===== src/rtl/egcd_pkg.sv =====
// shared types and constants for the extended gcd block
package egcd_pkg;

  localparam int FIELD_WIDTH = 63;
  localparam int COEFF_WIDTH = 64;

  typedef struct packed {
    logic load;
    logic start_div;
    logic div_step;
    logic update;
    logic capture;
  } egcd_cmd_t;

  typedef struct packed {
    logic r1_zero;
  } egcd_sts_t;

endpackage


===== src/rtl/egcd_dp.sv =====
// datapath: remainder and coefficient registers, bit-serial divider with product accumulation
module egcd_dp #(
  parameter int W = 63
) (
  input  logic                                     clk,
  input  egcd_pkg::egcd_cmd_t                      cmd,
  output egcd_pkg::egcd_sts_t                      sts,
  input  logic [egcd_pkg::FIELD_WIDTH-1:0]         in_first_value,
  input  logic [egcd_pkg::FIELD_WIDTH-1:0]         in_second_value,
  output logic [egcd_pkg::FIELD_WIDTH-1:0]         out_divisor_out,
  output logic signed [egcd_pkg::COEFF_WIDTH-1:0]  out_coeff_first,
  output logic signed [egcd_pkg::COEFF_WIDTH-1:0]  out_coeff_second
);
  import egcd_pkg::*;

  logic [W-1:0]           r0_r, r1_r, rem_r, dvd_r;
  logic [W-1:0]           r0_nxt, r1_nxt, rem_nxt, dvd_nxt;
  logic [COEFF_WIDTH-1:0] s0_r, s1_r, t0_r, t1_r, ps_r, pt_r;
  logic [COEFF_WIDTH-1:0] s0_nxt, s1_nxt, t0_nxt, t1_nxt, ps_nxt, pt_nxt;
  logic [FIELD_WIDTH-1:0] gcd_r;
  logic [COEFF_WIDTH-1:0] cs_r, ct_r;
  logic [W:0]             partial;
  logic [W:0]             diff;
  logic                   qbit;

  assign partial = {rem_r, dvd_r[W-1]};
  assign diff    = partial - {1'b0, r1_r};
  assign qbit    = ~diff[W];

  always_comb begin
    r0_nxt  = r0_r;
    r1_nxt  = r1_r;
    rem_nxt = rem_r;
    dvd_nxt = dvd_r;
    s0_nxt  = s0_r;
    s1_nxt  = s1_r;
    t0_nxt  = t0_r;
    t1_nxt  = t1_r;
    ps_nxt  = ps_r;
    pt_nxt  = pt_r;
    if (cmd.load) begin
      r0_nxt = in_first_value[W-1:0];
      r1_nxt = in_second_value[W-1:0];
      s0_nxt = COEFF_WIDTH'(1);
      s1_nxt = '0;
      t0_nxt = '0;
      t1_nxt = COEFF_WIDTH'(1);
    end
    if (cmd.start_div) begin
      rem_nxt = '0;
      dvd_nxt = r0_r;
      ps_nxt  = '0;
      pt_nxt  = '0;
    end
    if (cmd.div_step) begin
      rem_nxt = qbit ? diff[W-1:0] : partial[W-1:0];
      dvd_nxt = {dvd_r[W-2:0], 1'b0};
      // quotient bits arrive msb first, so q*s builds by shift and add
      ps_nxt  = {ps_r[COEFF_WIDTH-2:0], 1'b0} + (qbit ? s1_r : '0);
      pt_nxt  = {pt_r[COEFF_WIDTH-2:0], 1'b0} + (qbit ? t1_r : '0);
    end
    if (cmd.update) begin
      r0_nxt = r1_r;
      r1_nxt = rem_r;
      s0_nxt = s1_r;
      s1_nxt = s0_r - ps_r;
      t0_nxt = t1_r;
      t1_nxt = t0_r - pt_r;
    end
  end

  always_ff @(posedge clk) begin
    r0_r  <= r0_nxt;
    r1_r  <= r1_nxt;
    rem_r <= rem_nxt;
    dvd_r <= dvd_nxt;
    s0_r  <= s0_nxt;
    s1_r  <= s1_nxt;
    t0_r  <= t0_nxt;
    t1_r  <= t1_nxt;
    ps_r  <= ps_nxt;
    pt_r  <= pt_nxt;
    if (cmd.capture) begin
      gcd_r <= FIELD_WIDTH'(r0_r);
      cs_r  <= s0_r;
      ct_r  <= t0_r;
    end
  end

  assign sts.r1_zero      = (r1_r == '0);
  assign out_divisor_out  = gcd_r;
  assign out_coeff_first  = cs_r;
  assign out_coeff_second = ct_r;

endmodule


===== src/rtl/egcd_ctrl.sv =====
// controller: sequences euclid rounds and the divider, owns the handshakes
module egcd_ctrl #(
  parameter int W = 63
) (
  input  logic                clk,
  input  logic                rst_n,
  input  logic                in_valid,
  output logic                in_stall,
  output logic                out_valid,
  input  logic                out_stall,
  output egcd_pkg::egcd_cmd_t cmd,
  input  egcd_pkg::egcd_sts_t sts
);
  import egcd_pkg::*;

  localparam int CW = $clog2(W);

  localparam logic [2:0] ST_IDLE   = 3'd0;
  localparam logic [2:0] ST_CHECK  = 3'd1;
  localparam logic [2:0] ST_DIV    = 3'd2;
  localparam logic [2:0] ST_UPDATE = 3'd3;
  localparam logic [2:0] ST_FINISH = 3'd4;

  logic [2:0]    state_r, state_nxt;
  logic [CW-1:0] cnt_r, cnt_nxt;
  logic          out_valid_r, out_valid_nxt;
  logic          in_take;
  logic          out_free;

  assign in_stall = (state_r != ST_IDLE);
  assign in_take  = in_valid && !in_stall;
  assign out_free = !out_valid_r || !out_stall;

  always_comb begin
    state_nxt     = state_r;
    cnt_nxt       = cnt_r;
    out_valid_nxt = out_valid_r && out_stall;
    cmd           = '0;
    unique case (state_r)
      ST_IDLE: begin
        if (in_take) begin
          cmd.load  = 1'b1;
          state_nxt = ST_CHECK;
        end
      end
      ST_CHECK: begin
        if (sts.r1_zero) begin
          state_nxt = ST_FINISH;
        end else begin
          cmd.start_div = 1'b1;
          cnt_nxt       = CW'(W - 1);
          state_nxt     = ST_DIV;
        end
      end
      ST_DIV: begin
        cmd.div_step = 1'b1;
        if (cnt_r == '0) begin
          state_nxt = ST_UPDATE;
        end else begin
          cnt_nxt = cnt_r - 1'b1;
        end
      end
      ST_UPDATE: begin
        cmd.update = 1'b1;
        state_nxt  = ST_CHECK;
      end
      ST_FINISH: begin
        if (out_free) begin
          cmd.capture   = 1'b1;
          out_valid_nxt = 1'b1;
          state_nxt     = ST_IDLE;
        end
      end
      default: begin
        state_nxt = ST_IDLE;
      end
    endcase
  end

  always_ff @(posedge clk) begin
    if (!rst_n) begin
      state_r     <= ST_IDLE;
      cnt_r       <= '0;
      out_valid_r <= 1'b0;
    end else begin
      state_r     <= state_nxt;
      cnt_r       <= cnt_nxt;
      out_valid_r <= out_valid_nxt;
    end
  end

  assign out_valid = out_valid_r;

  a_take_to_check: assert property (@(posedge clk) disable iff (!rst_n)
    in_take |=> state_r == ST_CHECK)
    else $error("accepted word did not start a round check");

  a_div_len: assert property (@(posedge clk) disable iff (!rst_n)
    state_r == ST_DIV && cnt_r == '0 |=> state_r == ST_UPDATE)
    else $error("divider did not hand over to update");

  a_capture_valid: assert property (@(posedge clk) disable iff (!rst_n)
    cmd.capture |=> out_valid_r && state_r == ST_IDLE)
    else $error("captured result not presented");

  a_no_overwrite: assert property (@(posedge clk) disable iff (!rst_n)
    cmd.capture |-> !(out_valid_r && out_stall))
    else $error("result overwritten while stalled");

endmodule


===== src/rtl/extended_gcd.sv =====
// extended gcd top level: gcd and bezout coefficients of two unsigned operands
// each round runs the one-bit-per-cycle divider over OPERAND_WIDTH quotient bits plus check and update
// one operand pair in work at a time; a new word is taken while the last result waits
// rst_n synchronous active low clears the controller and output valid; data registers are not reset
module extended_gcd #(
  parameter int OPERAND_WIDTH = 63
) (
  input  logic                                     clk,
  input  logic                                     rst_n,
  input  logic                                     in_valid,
  output logic                                     in_stall,
  input  logic [egcd_pkg::FIELD_WIDTH-1:0]         in_first_value,
  input  logic [egcd_pkg::FIELD_WIDTH-1:0]         in_second_value,
  output logic                                     out_valid,
  input  logic                                     out_stall,
  output logic [egcd_pkg::FIELD_WIDTH-1:0]         out_divisor_out,
  output logic signed [egcd_pkg::COEFF_WIDTH-1:0]  out_coeff_first,
  output logic signed [egcd_pkg::COEFF_WIDTH-1:0]  out_coeff_second
);
  import egcd_pkg::*;

  egcd_cmd_t cmd;
  egcd_sts_t sts;

  egcd_ctrl #(.W(OPERAND_WIDTH)) u_ctrl (
    .clk       (clk),
    .rst_n     (rst_n),
    .in_valid  (in_valid),
    .in_stall  (in_stall),
    .out_valid (out_valid),
    .out_stall (out_stall),
    .cmd       (cmd),
    .sts       (sts)
  );

  egcd_dp #(.W(OPERAND_WIDTH)) u_dp (
    .clk              (clk),
    .cmd              (cmd),
    .sts              (sts),
    .in_first_value   (in_first_value),
    .in_second_value  (in_second_value),
    .out_divisor_out  (out_divisor_out),
    .out_coeff_first  (out_coeff_first),
    .out_coeff_second (out_coeff_second)
  );

endmodule


===== config.mk =====
export PLATFORM = sky130hd
export DESIGN_NAME = extended_gcd
export DESIGN_NICKNAME = d
export VERILOG_FILES = /design/src/rtl/egcd_pkg.sv /design/src/rtl/egcd_dp.sv /design/src/rtl/egcd_ctrl.sv /design/src/rtl/extended_gcd.sv
export SDC_FILE = /design/constraint.sdc
export NUM_CORES = 2
export LEC_CHECK = 0
export ABC_CLOCK_PERIOD_IN_PS = 45800
export BUFFER_PORTS_ARGS = -buffer_cell sky130_fd_sc_hd__buf_2
export CORE_MARGIN = 5
export CORE_UTILIZATION = 55
export CTS_BUF_LIST = sky130_fd_sc_hd__clkbuf_4
export DETAILED_ROUTE_END_ITERATION = 16
export GPL_TIMING_DRIVEN = 0
export MAX_ROUTING_LAYER = met4
export PLACE_DENSITY = 0.76
export REMOVE_ABC_BUFFERS = 1
export SLEW_MARGIN = 20
export SYNTH_ARGS = -nofsm -noshare
export SYNTH_HDL_FRONTEND = slang
export SYNTH_SLANG_ARGS = --single-unit

===== constraint.sdc =====
create_clock -name clk -period 45.8 [get_ports clk]
set_input_delay 4.58 -clock clk [delete_from_list [all_inputs] [get_ports clk]]
set_output_delay 4.58 -clock clk [all_outputs]
set_load 0.02 [all_outputs]

==> results.ini <==
[cts]
cts_setup_buffers=0
cts_buffers=221
tritoncts=done
clock_latency_ns=1.13
cts_resized=0
htree_levels=4
clock_sinks=837
ctsHoldBuffers=0
clock_tree.buffer_depth=3
root_buffer=clkbuf_4
clkTransAtPathRegs_ns=0.07

[timing]
period_needed_ns=7.37
rsz0062_at_grt=no
fin_crit_sh_pct=16.1
finalHoldViolCount=0
setup_tns_ns=0
skew_ns=0.0661
drv_slew=0
worstMarginPinSlew_ns=1.05
setup-violations-final=0
slew_headroom_pct=29.6
max_freq_mhz=136

[floorplanning]
die_h_um=313
io_pins=323
die_w_um=313
coreArea_sq_um=91400
rows=111
start_util_pct=55.2
dieArea_sq_um=97900

[route]
post_drt_wl_per_cell_um=20.0
drt.antenna.violating_nets=0
vias=39700
viasPerCell=5.92
routed-wl-met2_mm=64.3
wirelength_mm=134
wl_met3_mm=8.75
firstDrtPassIters=6
drt-met1-wl_mm=58.1
drt_iter0_drc=3206
drc_errors=0
top_layer_used=met4

[place]
gp_congestion=0.905
port_buffers=322
dp_hpwl_mm=99.5
placed_cells=6318

[grt]
grt_max_degree=81
grt.overflow.total=0
grt.total_usage_pct=27.6
grt_antenna_before_repair=5
grt_pass1_wl_mm=212
grt_pass1_vias=39400

[min_path]
hold_class=flip-flop to flip-flop

[yosys]
synth_compound_area_share_pct=16.3
synth_edf_count=826
syn_area_sq_um=50400
synth-simple-area-share_pct=16.2
ys_async_sr_fraction_pct=0
ys_seq_area_share_pct=49.6
ys.flop_type=edfxtp_1
synthXorXnorAreaFrac_pct=4.71
yosys_warnings=0
synth_top_family_by_area=compound AO/OA/AOI/OAI gates
synthAdderAreaFrac_pct=8.01
ys_ff_latch=837
synthMuxAreaShare_pct=1.22
synth_cells=4991
yosysUniqueCellTypes=89
syn_avg_cell_area_sq_um=10.1

[pwr]
ir_worst_vdd_uv=27.0
cellLeakagePower_nw=24.3
swShare_pct=36.7
power.internal_w=0.00169
pwr-share-clk_pct=24.6
power_frac_seq_pct=37.5
power_switching_w=0.000978
powerDensity_nw_per_um2=46.7
combPwrFrac_pct=37.8

[worst_setup_path]
crit_slowest_cell=a211oi_1
r2r_end=u_dp.ps_r[62]
critPathArrivalTime_ns=8.22
cp_slowest_stage_delay_ns=0.86
start_kind=flip-flop
crit_chain=inv_1, ha_1, nand2_1, nor2_1, nand4_1, a211oi_1, o21ai_1, o211ai_1, xor2_4, buf_16, and2_1, ha_1, a21oi_1, o21ai_0, o311ai_0, a31oi_1, o21bai_1, a2111oi_0, nor2_1, o31ai_2, a221oi_1, mux2i_1
cp-end-kind=flip-flop
worstSetupPathType=flip-flop to flip-flop
crit_end=u_dp.ps_r[62]
r2r_start=u_dp.r1_r[29]
critPathMaxFanout=31
r2r_cells=22
critical_path_required_ns=46.66
reg2reg_slack_ns=38.43
cp-startpoint=u_dp.r1_r[29]

[layout]
mostFrequentLayoutCells=826 x edfxtp_1, 554 x nand2_1, 434 x nor2_1, 373 x a21oi_1, 331 x buf_2
final_common_cell=edfxtp_1
fin_nets=5805
final_layout_size_suffix_gt1_share_pct=14.3
area_growth_syn_to_layout_pct=13.2
layoutNonFillerInstCount=6715

[run_status]
status=finished, final reports clean

[flow_run]
maxCapViolations=0

metal layers:
metal	vias up	GRT usage, %
met1	19000	36.1
met4	0	8.54
met3	217	4.26
li1	19100	-
met5	-	-
met2	1401	44.8
logic make-up (layout without fill, tap and decap cells):
family          after synthesis  in the layout
buf+inv                     527           1061
mux                          61             61
xor+xnor                    271            271
fa+ha+maj                   320            320
compound gates             1259           1259
other cells                   0              4
flops                       837            837
simple gates               1716           1716
through the flow:
step	instance area [sq um]	setup slack, ns	hold slack, ns	utilization [%]	total power [W]
after global routing	57100	38.12	0.435	62.5	0.00283
after detailed placement	54300	38.44	0.433	59.4	0.00201
after CTS	57100	38.42	0.410	62.5	0.00267
after global placement	52600	-58.31	0.429	57.5	0.00207
after floorplan	49500	-4.30	0.426	-	0.00179
final	57100	38.43	0.435	62.5	0.00266
power groups by stage:
stage          Combinational, W  Sequential, W  Clock, W
2_1_floorplan          0.000740        0.00105         0
3_3_place_gp           0.000963        0.00111         0
3_5_place_dp           0.000991        0.00101         0
4_1_cts                0.000998       0.000999  0.000675
5_1_grt                 0.00111        0.00101  0.000717
6_report                0.00101        0.00100  0.000656
synth_stat cells, drive strengths merged, types with 10 or more instances:
cell,n,share of area (%)
edfxtp,826,49
nand2,556,4.1
nor2,436,3.2
a21oi,377,3.8
ha,315,7.8
inv,275,2.0
o21ai,255,2.6
clkbuf,216,1.6
a21o,184,2.7
and3,170,2.1
xnor2,161,2.8
and2,150,1.9
xor2,110,1.9
nand3,89,0.88
nand4,83,1.0
o21bai,67,1.0
a22o,65,1.1
nor3,61,0.61
mux2i,57,1.1
nand2b,42,0.52
o21a,40,0.60
nor2b,39,0.48
a31oi,37,0.49
buf,36,0.34
a211oi,32,0.52
nor4,29,0.37
o211ai,27,0.41
o31ai,23,0.36
o22ai,16,0.21
o41ai,14,0.31
or2,14,0.17
a221oi,13,0.24
and4,11,0.19
dfxtp,11,0.44
a2111oi,10,0.21
a21boi,10,0.15
a41oi,10,0.19
o31a,10,0.17
or3,10,0.12
state kept, by name, indices dropped and copies added (netlist names):
signal                 count
u_dp.r1_r                 63
u_dp.t1_r                 64
u_dp.out_divisor_out      63
u_ctrl.out_valid           1
u_dp.t0_r                 64
u_dp.dvd_r                63
u_dp.out_coeff_second     64
u_dp.s1_r                 64
u_dp.out_coeff_first      64
u_dp.pt_r                 64
u_ctrl.cnt_r               6
u_dp.rem_r                63
u_dp.s0_r                 64
u_ctrl.state_r             3
u_dp.r0_r                 63
u_dp.ps_r                 64
area by class of cell:
type	count	area (sq um)
Sequential cell	837	25000
Antenna cell	4	10.0
Fill cell	7585	34300
Inverter	275	1030
Clock buffer	309	2320
Clock inverter	84	468
Timing Repair Buffer	393	3270
Multi-Input combinational cell	3627	23500
Tap cell	1186	1480
worst min path at each step:
stage                   from  cells after the start                         to  slack [ns]
4_1_cts        u_dp.t0_r[62]                      0  u_dp.out_coeff_second[62]        0.41
3_5_place_dp   u_dp.r0_r[62]                      0   u_dp.out_divisor_out[62]        0.43
5_1_grt        u_dp.t0_r[62]                      0  u_dp.out_coeff_second[62]        0.43
6_report       u_dp.t0_r[62]                      0  u_dp.out_coeff_second[62]        0.44
2_1_floorplan   u_dp.r0_r[0]                      0    u_dp.out_divisor_out[0]        0.43
3_3_place_gp   u_dp.r0_r[35]                      0   u_dp.out_divisor_out[35]        0.43
critical path, delay by kind of cell, from the launching register on:
kind	cells	cell delay [ns]
adder cells (fa/ha/maj)	2	0.75
buffers and inverters	2	0.35
multiplexers	1	0.12
AND/OR/NAND/NOR	5	1.09
XOR/XNOR	1	0.53
AO/OA/AOI/OAI	11	3.80
flip-flops	1	0.41
(Power assumes the default switching activity.)
